**config.mk**
```make
export PLATFORM = sky130hd
export DESIGN_NAME = fractional_n_pll_register_calc_flat
export DESIGN_NICKNAME = d
export VERILOG_FILES = /design/src/design/fnpll_pkg.sv /design/src/design/fnpll_stream_if.sv /design/src/design/fnpll_engine.sv /design/src/design/fractional_n_pll_register_calc.sv /design/src/flat_wrapper.sv
export SDC_FILE = /design/constraint.sdc
export NUM_CORES = 1
export LEC_CHECK = 0
export BUFFER_PORTS_ARGS = -buffer_cell sky130_fd_sc_hd__buf_2
export CELL_PAD_IN_SITES_DETAIL_PLACEMENT = 1
export CELL_PAD_IN_SITES_GLOBAL_PLACEMENT = 1
export CORE_MARGIN = 1
export CORE_UTILIZATION = 30
export DETAILED_ROUTE_END_ITERATION = 8
export PLACE_DENSITY_LB_ADDON = 0.05
export SLEW_MARGIN = 20
export SYNTH_ARGS = -nofsm -noshare
export SYNTH_HDL_FRONTEND = slang
export SYNTH_HIERARCHICAL = 1
export SYNTH_SLANG_ARGS = --single-unit
export TNS_END_PERCENT = 30
```
**constraint.sdc**
```tcl
create_clock -name clk -period 15.1 [get_ports clk]
set_input_delay 2.265 -clock clk [delete_from_list [all_inputs] [get_ports clk]]
set_output_delay 2.265 -clock clk [all_outputs]
set_load 0.005 [all_outputs]
```
**src/design/fnpll_pkg.sv**
```systemverilog
// fnpll_pkg: shared types and constants of the fractional-n register calculator
// no dependencies; used by fnpll_engine and fractional_n_pll_register_calc

package fnpll_pkg;

  localparam int FREQ_W = 23;
  localparam int PFD_W  = 15;
  localparam int QUO_W  = 29;   // freq_khz shifted left by up to six

  localparam logic [PFD_W-1:0] PFD_RESET = 15'd25000;
  localparam logic [PFD_W-1:0] MOD_MIN   = 15'd2;

  // configuration register index, taken from paddr[2]
  localparam logic CFG_PFD = 1'b0;

  // output word indexes
  localparam logic [2:0] IDX_R0   = 3'd0;
  localparam logic [2:0] IDX_R1   = 3'd1;
  localparam logic [2:0] IDX_R2   = 3'd2;
  localparam logic [2:0] IDX_R3   = 3'd3;
  localparam logic [2:0] IDX_R4   = 3'd4;
  localparam logic [2:0] IDX_LAST = 3'd5;

  // fixed bits of each register word
  localparam logic [31:0] W1_BASE = 32'h0800_8001;
  localparam logic [31:0] W2_BASE = 32'h0000_4E42;
  localparam logic [31:0] W3_WORD = 32'h0000_04B3;
  localparam logic [31:0] W4_BASE = 32'h0080_003C;
  localparam logic [31:0] W5_WORD = 32'h0058_0005;

  // band select divider: ceil(pfd/125) = ((pfd + 124) * 33555) >> 22 over the pfd range
  localparam logic [15:0] BSC_ROUND = 16'd124;
  localparam logic [15:0] BSC_RECIP = 16'd33555;
  localparam logic [9:0]  BSC_MAX   = 10'd255;

  // output divider 2^s qualifies once 2200 MHz / 2^s is at or below the target
  localparam logic [FREQ_W-1:0] DIV_THR [1:6] = '{
    23'd1100000, 23'd550000, 23'd275000, 23'd137500, 23'd68750, 23'd34375
  };

  typedef struct packed {
    logic [FREQ_W-1:0] freq_khz;
  } freq_item_t;

  typedef struct packed {
    logic [2:0]  reg_index;
    logic [31:0] reg_word;
    logic        last_word;
  } word_item_t;

  typedef struct packed {
    logic              start;
    logic [FREQ_W-1:0] freq_khz;
    logic [PFD_W-1:0]  pfd_khz;
  } calc_ctrl_t;

  typedef struct packed {
    logic done;
  } calc_stat_t;

  typedef struct packed {
    logic [QUO_W-1:0] intv;
    logic [PFD_W-1:0] frac;
    logic [PFD_W-1:0] modv;
    logic [2:0]       sel;
  } calc_result_t;

  // log2 of the output divider, 6 when no divider qualifies
  function automatic logic [2:0] div_sel(input logic [FREQ_W-1:0] f);
    logic [2:0] s;
    s = 3'd6;
    for (int i = 6; i >= 1; i--) begin
      if (DIV_THR[i] <= f) begin
        s = 3'(i);
      end
    end
    return s;
  endfunction

endpackage

```
**src/design/fnpll_stream_if.sv**
```systemverilog
// fnpll_stream_if: valid/ready channel with a typed payload
// no dependencies; payload types come from fnpll_pkg at the instance

interface fnpll_stream_if #(parameter type payload_t = logic);
  logic     valid;
  logic     ready;
  payload_t payload;

  modport source(output valid, output payload, input ready);
  modport sink(input valid, input payload, output ready);
endinterface

```
**src/design/fnpll_engine.sv**
```systemverilog
// fnpll_engine: int/frac/mod sequencer around one shared subtractor
// depends on fnpll_pkg

module fnpll_engine (
  input  logic                    clk,
  input  logic                    rst,
  input  fnpll_pkg::calc_ctrl_t   ctrl,
  output fnpll_pkg::calc_stat_t   stat,
  output fnpll_pkg::calc_result_t res
);

  localparam logic [2:0] S_IDLE  = 3'd0;
  localparam logic [2:0] S_DIV   = 3'd1;
  localparam logic [2:0] S_GCD   = 3'd2;
  localparam logic [2:0] S_DMOD  = 3'd3;
  localparam logic [2:0] S_DFRAC = 3'd4;
  localparam logic [2:0] S_DONE  = 3'd5;

  localparam logic [4:0] CNT_MAIN = 5'(fnpll_pkg::QUO_W);
  localparam logic [4:0] CNT_RED  = 5'(fnpll_pkg::PFD_W);

  logic [2:0]  state;
  logic [4:0]  cnt;
  logic [28:0] quo;
  logic [14:0] rem;
  logic [14:0] dv;
  logic [14:0] ga;
  logic [14:0] gb;
  logic [3:0]  gk;
  logic [14:0] frac_raw;

  logic [2:0]  sel_w;
  logic [28:0] prod_w;
  logic [15:0] step_t;
  logic [15:0] sub_x;
  logic [15:0] sub_y;
  logic [16:0] sub_d;
  logic        borrow;
  logic [14:0] rem_step;
  logic [28:0] quo_step;
  logic [14:0] g_val;

  assign sel_w  = fnpll_pkg::div_sel(ctrl.freq_khz);
  assign prod_w = 29'(ctrl.freq_khz) << sel_w;

  // shared subtractor: division step or gcd difference
  assign step_t = {rem, quo[28]};
  always_comb begin
    if (state == S_GCD) begin
      sub_x = {1'b0, ga};
      sub_y = {1'b0, gb};
    end else begin
      sub_x = step_t;
      sub_y = {1'b0, dv};
    end
  end
  assign sub_d  = {1'b0, sub_x} - {1'b0, sub_y};
  assign borrow = sub_d[16];

  assign rem_step = borrow ? step_t[14:0] : sub_d[14:0];
  assign quo_step = {quo[27:0], ~borrow};
  assign g_val    = (ga | gb) << gk;

  always_ff @(posedge clk) begin
    if (rst) begin
      state <= S_IDLE;
    end else begin
      unique case (state)
        S_IDLE: begin
          if (ctrl.start) begin
            res.sel <= sel_w;
            quo     <= prod_w;
            rem     <= '0;
            dv      <= ctrl.pfd_khz;
            cnt     <= CNT_MAIN;
            if (ctrl.pfd_khz == '0) begin
              res.intv <= '0;
              res.frac <= '0;
              res.modv <= fnpll_pkg::MOD_MIN;
              state    <= S_DONE;
            end else begin
              state <= S_DIV;
            end
          end
        end
        S_DIV: begin
          rem <= rem_step;
          quo <= quo_step;
          cnt <= cnt - 5'd1;
          if (cnt == 5'd1) begin
            res.intv <= quo_step;
            frac_raw <= rem_step;
            if (rem_step == '0) begin
              res.frac <= '0;
              res.modv <= fnpll_pkg::MOD_MIN;
              state    <= S_DONE;
            end else begin
              ga    <= dv;
              gb    <= rem_step;
              gk    <= '0;
              state <= S_GCD;
            end
          end
        end
        S_GCD: begin
          // binary gcd, one step a cycle
          if (ga == '0 || gb == '0) begin
            dv    <= g_val;
            quo   <= {dv, 14'b0};
            rem   <= '0;
            cnt   <= CNT_RED;
            state <= S_DMOD;
          end else if (!ga[0] && !gb[0]) begin
            ga <= ga >> 1;
            gb <= gb >> 1;
            gk <= gk + 4'd1;
          end else if (!ga[0]) begin
            ga <= ga >> 1;
          end else if (!gb[0]) begin
            gb <= gb >> 1;
          end else if (borrow) begin
            ga <= gb;
            gb <= ga;
          end else begin
            ga <= sub_d[14:0];
          end
        end
        S_DMOD: begin
          if (cnt == 5'd1) begin
            res.modv <= (quo_step[14:0] == 15'd1) ? fnpll_pkg::MOD_MIN : quo_step[14:0];
            quo      <= {frac_raw, 14'b0};
            rem      <= '0;
            cnt      <= CNT_RED;
            state    <= S_DFRAC;
          end else begin
            rem <= rem_step;
            quo <= quo_step;
            cnt <= cnt - 5'd1;
          end
        end
        S_DFRAC: begin
          rem <= rem_step;
          quo <= quo_step;
          cnt <= cnt - 5'd1;
          if (cnt == 5'd1) begin
            res.frac <= quo_step[14:0];
            state    <= S_DONE;
          end
        end
        S_DONE: begin
          state <= S_IDLE;
        end
        default: begin
          state <= S_IDLE;
        end
      endcase
    end
  end

  assign stat.done = (state == S_DONE);

endmodule

```
**src/design/fractional_n_pll_register_calc.sv**
```systemverilog
// fractional_n_pll_register_calc: target frequency in, six synthesizer register words out
// depends on fnpll_pkg, fnpll_stream_if and fnpll_engine
// sequence: a zero pfd goes straight to the words; otherwise a 29-step divide, then, unless
//   the fraction is zero, a binary gcd and two 15-step divides (mod, then frac)
// throughput: one frequency per run; the six words then leave at one per cycle as taken
// reset: synchronous, clears the sequencers and loads pfd_khz with 25000

module fractional_n_pll_register_calc (
  input  logic                  clk,
  input  logic                  rst,
  fnpll_stream_if.sink          freq,
  fnpll_stream_if.source        words,
  input  logic                  psel,
  input  logic                  penable,
  input  logic                  pwrite,
  input  logic [2:0]            paddr,
  input  logic [31:0]           pwdata,
  output logic [31:0]           prdata,
  output logic                  pready
);

  localparam logic [1:0] T_IDLE = 2'd0;
  localparam logic [1:0] T_CALC = 2'd1;
  localparam logic [1:0] T_EMIT = 2'd2;

  logic [1:0]  state;
  logic [2:0]  idx;
  logic [14:0] pfd;
  logic [7:0]  bsc;

  logic [15:0] bsc_x;
  logic [31:0] bsc_p;
  logic [9:0]  bsc_q;
  logic [31:0] word;
  logic        freq_xfer;
  logic        word_xfer;

  fnpll_pkg::calc_ctrl_t   eng_ctrl;
  fnpll_pkg::calc_stat_t   eng_stat;
  fnpll_pkg::calc_result_t eng_res;

  // config port: one register, index from paddr[2]
  assign pready = 1'b1;
  assign prdata = (paddr[2] == fnpll_pkg::CFG_PFD) ? {17'b0, pfd} : '0;

  always_ff @(posedge clk) begin
    if (rst) begin
      pfd <= fnpll_pkg::PFD_RESET;
    end else if (psel && penable && pwrite && pready && paddr[2] == fnpll_pkg::CFG_PFD) begin
      pfd <= pwdata[14:0];
    end
  end

  // band select divider, recomputed every cycle from pfd by a reciprocal multiply
  assign bsc_x = {1'b0, pfd} + fnpll_pkg::BSC_ROUND;
  assign bsc_p = bsc_x * fnpll_pkg::BSC_RECIP;
  assign bsc_q = bsc_p[31:22];

  always_ff @(posedge clk) begin
    bsc <= (bsc_q > fnpll_pkg::BSC_MAX) ? fnpll_pkg::BSC_MAX[7:0] : bsc_q[7:0];
  end

  // handshakes
  assign freq.ready = (state == T_IDLE);
  assign freq_xfer  = freq.valid && freq.ready;
  assign words.valid = (state == T_EMIT);
  assign word_xfer   = words.valid && words.ready;

  assign eng_ctrl.start    = freq_xfer;
  assign eng_ctrl.freq_khz = freq.payload.freq_khz;
  assign eng_ctrl.pfd_khz  = pfd;

  fnpll_engine u_engine (
    .clk  (clk),
    .rst  (rst),
    .ctrl (eng_ctrl),
    .stat (eng_stat),
    .res  (eng_res)
  );

  // top sequencer: wait for the engine, then hand out the six words
  always_ff @(posedge clk) begin
    if (rst) begin
      state <= T_IDLE;
      idx   <= fnpll_pkg::IDX_R0;
    end else begin
      unique case (state)
        T_IDLE: begin
          if (freq_xfer) begin
            state <= T_CALC;
          end
        end
        T_CALC: begin
          if (eng_stat.done) begin
            idx   <= fnpll_pkg::IDX_R0;
            state <= T_EMIT;
          end
        end
        T_EMIT: begin
          if (word_xfer) begin
            if (idx == fnpll_pkg::IDX_LAST) begin
              state <= T_IDLE;
            end else begin
              idx <= idx + 3'd1;
            end
          end
        end
        default: begin
          state <= T_IDLE;
        end
      endcase
    end
  end

  // word assembly, fields ORed as they fall and cut to 32 bits
  always_comb begin
    unique case (idx)
      fnpll_pkg::IDX_R0:   word = {eng_res.intv[16:0], 15'b0} | {14'b0, eng_res.frac, 3'b0};
      fnpll_pkg::IDX_R1:   word = fnpll_pkg::W1_BASE | {14'b0, eng_res.modv, 3'b0};
      fnpll_pkg::IDX_R2:   word = fnpll_pkg::W2_BASE | {23'b0, (eng_res.frac != '0), 8'b0};
      fnpll_pkg::IDX_R3:   word = fnpll_pkg::W3_WORD;
      fnpll_pkg::IDX_R4:   word = fnpll_pkg::W4_BASE | {9'b0, eng_res.sel, bsc, 12'b0};
      fnpll_pkg::IDX_LAST: word = fnpll_pkg::W5_WORD;
      default:             word = '0;
    endcase
  end

  assign words.payload.reg_index = idx;
  assign words.payload.reg_word  = word;
  assign words.payload.last_word = (idx == fnpll_pkg::IDX_LAST);

`ifndef SYNTHESIS
  // no new frequency while words are on offer
  a_ready_excl: assert property (@(posedge clk) disable iff (rst)
    freq.ready |-> !words.valid)
    else $error("input ready while words pending");

  // a frequency transfer starts a run
  a_run_start: assert property (@(posedge clk) disable iff (rst)
    freq_xfer |=> (!freq.ready && !words.valid))
    else $error("run did not start after input transfer");

  // taking the last word ends the run
  a_run_end: assert property (@(posedge clk) disable iff (rst)
    (word_xfer && idx == fnpll_pkg::IDX_LAST) |=> freq.ready)
    else $error("block not ready after last word");

  // engine completion only while the top waits for it
  a_done_calc: assert property (@(posedge clk) disable iff (rst)
    eng_stat.done |-> (state == T_CALC))
    else $error("engine done outside calculation");

  // the first word offered is register 0
  a_first_word: assert property (@(posedge clk) disable iff (rst)
    (state == T_CALC && eng_stat.done) |=> (words.valid && idx == fnpll_pkg::IDX_R0))
    else $error("emission did not start at register 0");
`endif

endmodule

```
**src/flat_wrapper.sv**
```systemverilog
// flat-port wrapper written by rule: the top's interface ports become plain ports
module fractional_n_pll_register_calc_flat 
  (clk, rst, psel, penable, pwrite, paddr, pwdata, prdata, pready, freq_valid, freq_payload, freq_ready, words_valid, words_payload, words_ready);
  fnpll_stream_if #(.payload_t(fnpll_pkg::freq_item_t)) freq_i ();
  fnpll_stream_if #(.payload_t(fnpll_pkg::word_item_t)) words_i ();
  input  logic clk;
  input  logic rst;
  input  logic psel;
  input  logic penable;
  input  logic pwrite;
  input  logic [2:0] paddr;
  input  logic [31:0] pwdata;
  output logic [31:0] prdata;
  output logic pready;
  input wire logic [$bits(freq_i.valid)-1:0] freq_valid;
  input wire logic [$bits(freq_i.payload)-1:0] freq_payload;
  output wire logic [$bits(freq_i.ready)-1:0] freq_ready;
  output wire logic [$bits(words_i.valid)-1:0] words_valid;
  output wire logic [$bits(words_i.payload)-1:0] words_payload;
  input wire logic [$bits(words_i.ready)-1:0] words_ready;
  assign freq_i.valid = freq_valid;
  assign freq_i.payload = freq_payload;
  assign freq_ready = freq_i.ready;
  assign words_valid = words_i.valid;
  assign words_payload = words_i.payload;
  assign words_i.ready = words_ready;
  fractional_n_pll_register_calc u_core (.clk(clk), .rst(rst), .freq(freq_i), .words(words_i), .psel(psel), .penable(penable), .pwrite(pwrite), .paddr(paddr), .pwdata(pwdata), .prdata(prdata), .pready(pready));
endmodule
```
==> impl_metrics.py, run 1 <==
metrics = {
    "sta": {
        "min_period_over_period_pct": 48.5,
        "tns_ns": 0,
        "slew_violations": 0,
        "tightestPinTransition_ns": 1.07,
        "setup_viol": 0,
        "hold_ws_ns": 0.491,
        "rsz0062_at_grt": "false",
        "period_minus_slack_ns": 7.32,
        "fmax_ghz": 0.137,
        "clock_skew_ns": 0.0189,
        "finalHoldViolations": 0,
        "slew_headroom_pct": 28.9,
    },
    "hold_path": {
        "hold_path_class": "register to register",
    },
    "clocking": {
        "clkTransAtPathRegs_ns": 0.08,
        "post_cts_resized": 0,
        "cts_sinks": 193,
        "cts_setup_buffers": 0,
        "cts_tree": "yes",
        "clock_latency_ns": 0.49,
        "cts_root_buf": "clkbuf_16",
        "cts_buffer_depth": 2,
        "cts_hold_buffers": 0,
        "cts_buffers": 17,
        "cts_max_level": 4,
    },
    "grt": {
        "grt_max_degree": 54,
        "grt_pass1_wl_um": 80100,
        "overflow": 0,
        "antenna_found_initial": 1,
        "grt_pass1_vias": 13000,
        "grt_use_total_pct": 20.0,
    },
    "setup_path": {
        "setup.worst_path.end_class": "register",
        "crit_type": "register to register",
        "required_ns": 15.42,
        "crit_fanout": 8,
        "worst-endpoint-arrival_ns": 7.64,
        "setup.worst_path.start_class": "register",
    },
    "power": {
        "peakVddDrop_mv": 0.0972,
        "leakage_nw": 7.44,
        "p_comb_share_pct": 25.3,
        "p_switching_uw": 470,
        "clkPwrFrac_pct": 31.9,
        "power.density_nw_per_um2": 84.8,
        "p_sw_share_pct": 32.2,
        "p_int_uw": 991,
        "total_power_mw": 1.46,
        "seqPwrFrac_pct": 42.8,
    },
    "floorplan": {
        "die_area_sq_um": 52700,
        "core_sq_um": 51200,
        "initial_core_util_pct": 30.3,
        "io_pins": 136,
        "row_count": 83,
        "dieHeight_um": 230,
        "die_x_um": 230,
    },
    "route": {
        "drt-vias-per-instance": 5.23,
        "num_vias": 12600,
        "routed_wirelength_um": 52100,
        "first_pass_iters": 5,
        "avgRoutedWirePerCell_um": 21.6,
        "drcViolationCount": 0,
        "antenna_left": 0,
        "drt-initial-drc-count": 746,
    },
    "cells_and_area": {
        "diodes": 0,
        "final_nets": 1963,
        "final_cell_mix": "168 x nand2_1, 162 x edfxtp_1, 147 x inv_1, 147 x ha_1, 111 x a21oi_1",
        "layout-drive-gt1-share_pct": 11.9,
        "final_common_cell": "nand2_1",
        "area_delta_synth_final_pct": 11.0,
        "utilization_pct": 33.7,
    },
    "yosys": {
        "syn_area_per_cell_sq_um": 9.38,
        "synth_warnings": 6,
        "syn_inst": 1655,
        "syn_area_sq_um": 15500,
    },
    "placement": {
        "gp_congestion": 0.828,
        "dp_hpwl_um": 38900,
        "portBuffers": 98,
    },
    "flow_run": {
        "maxCapViolations": 0,
    },
    "status": {
        "outcome": "completed",
    },
}
==> final cells by class <==
cell class              count  area [sq um]
clock inverters             5          40.0
fillers                  5906         34000
clock buffers              27           526
well taps                 680           851
inverters                 151           569
repair buffers            123           678
multi-input cells        1226          9080
flip-flops and latches    193          5490
==> worst max-delay path: stages (launching register included) <==
cell and delay [ns]:
dfxtp_1 0.39, inv_1 0.36, ha_1 0.28, nand2_1 0.13
and2_1 0.17, xnor2_1 0.57, inv_1 0.35, ha_1 0.38
inv_1 0.05, fa_1 0.50, inv_1 0.04, ha_1 0.32
fa_1 0.54, inv_1 0.05, fa_1 0.53, inv_1 0.05
ha_1 0.30, a211o_1 0.28, a211o_2 0.33, nor3_1 0.45
or4_4 0.25, a31oi_4 0.12, nor3_2 0.49, o311ai_1 0.20
==> per-layer routing <==
layer | share of wire [%] | vias to the layer above | GRT usage (%)
met5 | 0 | - | 0
met4 | 1.6 | 0 | 5.23
met3 | 2.7 | 41 | 2.53
met2 | 47 | 168 | 32.6
met1 | 49 | 6289 | 27.8
li1 | - | 6083 | -
==> final timing paths <==
kind         slack [ns]               to       startpoint  cells after the start
max                7.78    u_core/bsc[0]    u_core/pfd[2]                     23
min                0.49  u_core/state[0]  u_core/state[1]                      1
max reg2reg        7.78    u_core/bsc[0]    u_core/pfd[2]                     23
min reg2reg        0.49  u_core/state[0]  u_core/state[1]                      1
==> metrics by stage <==
stage	instance area (sq um)	std cells	setup slack, ns
after detailed placement	16700	2373	7.60
after floorplan	15600	1671	9.00
after CTS	17200	2405	7.57
after global routing	17200	2405	7.35
after global placement	16700	2373	7.67
final	17200	2405	7.78
==> power groups by stage <==
stage          Sequential, mW  Clock [mW]  Combinational, mW
2_1_floorplan           0.626           0              0.264
3_3_place_gp            0.638           0              0.369
3_5_place_dp            0.638           0              0.374
4_1_cts                 0.626       0.488              0.378
5_1_grt                 0.628       0.502              0.420
6_report                0.625       0.467              0.370
==> registers in the layout, summed over array words and instances, names as in the netlist <==
signal                    count
u_core/u_engine/res          49
u_core/u_engine/quo          29
u_core/pfd                   15
u_core/u_engine/dv           15
u_core/u_engine/frac_raw     15
u_core/u_engine/ga           15
u_core/u_engine/gb           15
u_core/u_engine/rem          15
u_core/bsc                    8
u_core/u_engine/cnt           5
u_core/u_engine/gk            4
u_core/idx                    3
u_core/u_engine/state         3
u_core/state                  2
(Power assumes the default switching activity.)
==> inputs of run 2 (changes only) <==
--- a/config.mk
+++ b/config.mk
@@ -5,6 +5,7 @@
 export SDC_FILE = /design/constraint.sdc
 export NUM_CORES = 1
 export LEC_CHECK = 0
+export ABC_AREA = 1
 export BUFFER_PORTS_ARGS = -buffer_cell sky130_fd_sc_hd__buf_2
 export CELL_PAD_IN_SITES_DETAIL_PLACEMENT = 1
 export CELL_PAD_IN_SITES_GLOBAL_PLACEMENT = 1
==> constraint.sdc (replaced) <==
create_clock -name clk -period 7.4 [get_ports clk]
set_input_delay 1.11 -clock clk [delete_from_list [all_inputs] [get_ports clk]]
set_output_delay 1.11 -clock clk [all_outputs]
set_load 0.005 [all_outputs]
==> run 2 against run 1 <==
  * Cell area rose by 10%
  * Final cell count rose by 32%
  * Clock skew barely moved
  * Global-route usage rose by 0.75 points
  * Critical path depth rose by 2
  * Register-to-register slack got worse by 6.4 ns
  * Power rose to 4.6 times the previous value
  * Sequential cell count did not move
  * Non-clock buffer count fell by 5
  * Die area rose by 11%
  * Synthesized cell count rose by 41%
  * Core utilization fell by 0.069 points
  * Critical path type unchanged
==> impl_metrics.py, run 2 <==
metrics = {
    "floorplan": {
        "dieHeight_um": 241,
        "die_x_um": 241,
        "core_sq_um": 56500,
        "die_area_sq_um": 58200,
        "row_count": 87,
        "initial_core_util_pct": 30.4,
        "io_pins": 136,
    },
    "placement": {
        "dp_hpwl_um": 47000,
        "gp_congestion": 0.860,
        "portBuffers": 98,
    },
    "power": {
        "peakVddDrop_mv": 0.278,
        "p_int_mw": 3.29,
        "clkPwrFrac_pct": 14.4,
        "seqPwrFrac_pct": 27.1,
        "total_power_mw": 6.73,
        "p_switching_mw": 3.44,
        "leakage_nw": 9.19,
        "p_comb_share_pct": 58.5,
        "power.density_nw_per_um2": 354,
        "p_sw_share_pct": 51.1,
    },
    "route": {
        "routed.top_layer": "met4",
        "wl_met3_um": 1660,
        "antenna_left": 0,
        "drt-initial-drc-count": 671,
        "wirelength_met1_um": 27900,
        "drt-vias-per-instance": 4.87,
        "first_pass_iters": 4,
        "wl_met2_um": 28300,
        "avgRoutedWirePerCell_um": 18.6,
        "num_vias": 15400,
        "routed_wirelength_um": 58800,
        "drcViolationCount": 0,
    },
    "cells_and_area": {
        "utilization_pct": 33.6,
        "largest_reg_flops": 49,
        "layout-drive-gt1-share_pct": 10.5,
        "largest-register": "u_core/u_engine/res",
        "largestRegisters": "u_core/u_engine/res: 49 flops, u_core/u_engine/quo: 29 flops",
        "diodes": 0,
        "area_delta_synth_final_pct": 10.4,
        "final_cell_mix": "515 x nand2_1, 420 x inv_1, 249 x nor2_1, 193 x nand3_1, 162 x edfxtp_1",
        "final_common_cell": "nand2_1",
        "final_nets": 2647,
    },
    "yosys": {
        "syn_area_per_cell_sq_um": 7.37,
        "synth_warnings": 6,
        "syn_area_sq_um": 17200,
        "syn_inst": 2331,
    },
    "setup_path": {
        "crit_fanout": 9,
        "crit_top_cell": "inv_1",
        "ff2ff_path_depth": 25,
        "required_ns": 7.75,
        "max_stage_delay_ns": 0.53,
        "setup.worst_path.end_class": "register",
        "crit_buf_inv": 6,
        "slowest_stage": "fa_1",
        "worst-endpoint-arrival_ns": 6.32,
        "cp.depth": 25,
        "cp_top_family": "adder cells",
        "setup.worst_path.start_class": "register",
        "crit_type": "register to register",
    },
    "sta": {
        "slew_violations": 0,
        "tightestPinTransition_ns": 1.05,
        "clock_skew_ns": 0.0191,
        "setup_viol": 0,
        "fmax_ghz": 0.168,
        "min_period_over_period_pct": 80.7,
        "tns_ns": 0,
        "finalHoldViolations": 0,
        "slew_headroom_pct": 29.9,
        "rsz0062_at_grt": "false",
        "period_minus_slack_ns": 5.97,
    },
    "clocking": {
        "cts_sinks": 193,
        "cts_tree": "yes",
        "cts_root_buf": "clkbuf_16",
        "post_cts_resized": 0,
        "cts_buffer_depth": 2,
        "cts_buffers": 17,
        "cts_hold_buffers": 0,
        "clkTransAtPathRegs_ns": 0.09,
        "cts_max_level": 4,
        "cts_setup_buffers": 0,
        "clock_latency_ns": 0.50,
    },
    "hold_path": {
        "hold_path_class": "register to register",
        "hold_depth": 2,
    },
    "grt": {
        "antenna_found_initial": 0,
        "grt_pass1_vias": 15800,
        "grt_max_degree": 50,
        "grt_use_total_pct": 20.8,
        "overflow": 0,
        "grt_pass1_wl_um": 91300,
    },
    "flow_run": {
        "maxCapViolations": 0,
    },
    "status": {
        "outcome": "completed",
    },
}
## run 2: changes by cell type in the layout (fill, tap and decap cells not counted), moves of 29 or more
| cell | delta |
|---|---|
| nand2_1 | +347 |
| inv_1 | +273 |
| mux2i_1 | -53 |
| and2_1 | -49 |
| nor2_1 | +152 |
| nand4_1 | +29 |
| nand3_1 | +167 |
| o21ai_0 | +29 |
| nor2b_1 | -35 |
| a21oi_1 | -56 |
## run 2: final cells by class
cell class,instances,area (sq um)
clock inverter,14,148
tap,756,946
timing repair buffer,118,641
fill,6960,37500
sequential,193,5490
inverter,443,1670
multi-input combinational,1623,9660
clock buffer,18,429
## run 2: metal layers
layer	track usage (%)	vias to the layer above
met2	35.6	209
met3	2.97	54
met5	0	-
met1	27.3	7450
met4	5.18	0
li1	-	7711
## run 2: path summary, 6_finish.rpt
kind | slack (ns) | startpoint | to
setup / recovery | 1.43 | u_core/pfd[2] | u_core/bsc[2]
hold / removal | 0.56 | u_core/u_engine/frac_raw[14] | u_core/u_engine/quo[28]
setup reg to reg | 1.43 | u_core/pfd[2] | u_core/bsc[2]
hold reg to reg | 0.56 | u_core/u_engine/frac_raw[14] | u_core/u_engine/quo[28]
## run 2: power by group through the flow
stage	clock network, mW	logic [mW]	registers [mW]
4_1_cts	1.01	4.02	1.82
6_report	0.969	3.93	1.82
3_3_place_gp	0	3.95	1.84
3_5_place_dp	0	4.00	1.84
5_1_grt	1.03	4.47	1.85
2_1_floorplan	0	2.83	1.75
## run 2: metrics by stage
| stage | area [sq um] | worst slack, ns | hold slack (ns) | cells |
|---|---|---|---|---|
| after floorplan | 17200 | 2.24 | 0.506 | 2347 |
| after global placement | 18400 | 1.52 | 0.527 | 3133 |
| after detailed placement | 18400 | 1.39 | 0.531 | 3133 |
| after CTS | 19000 | 1.36 | 0.559 | 3165 |
| after global routing | 19000 | 1.03 | 0.597 | 3165 |
| final | 19000 | 1.43 | 0.559 | 3165 |
## run 2: worst min-delay path, cell delays in order (launching register included)
cell and delay, ns:
edfxtp_1 0.33, nand2_1 0.05, o221ai_1 0.06
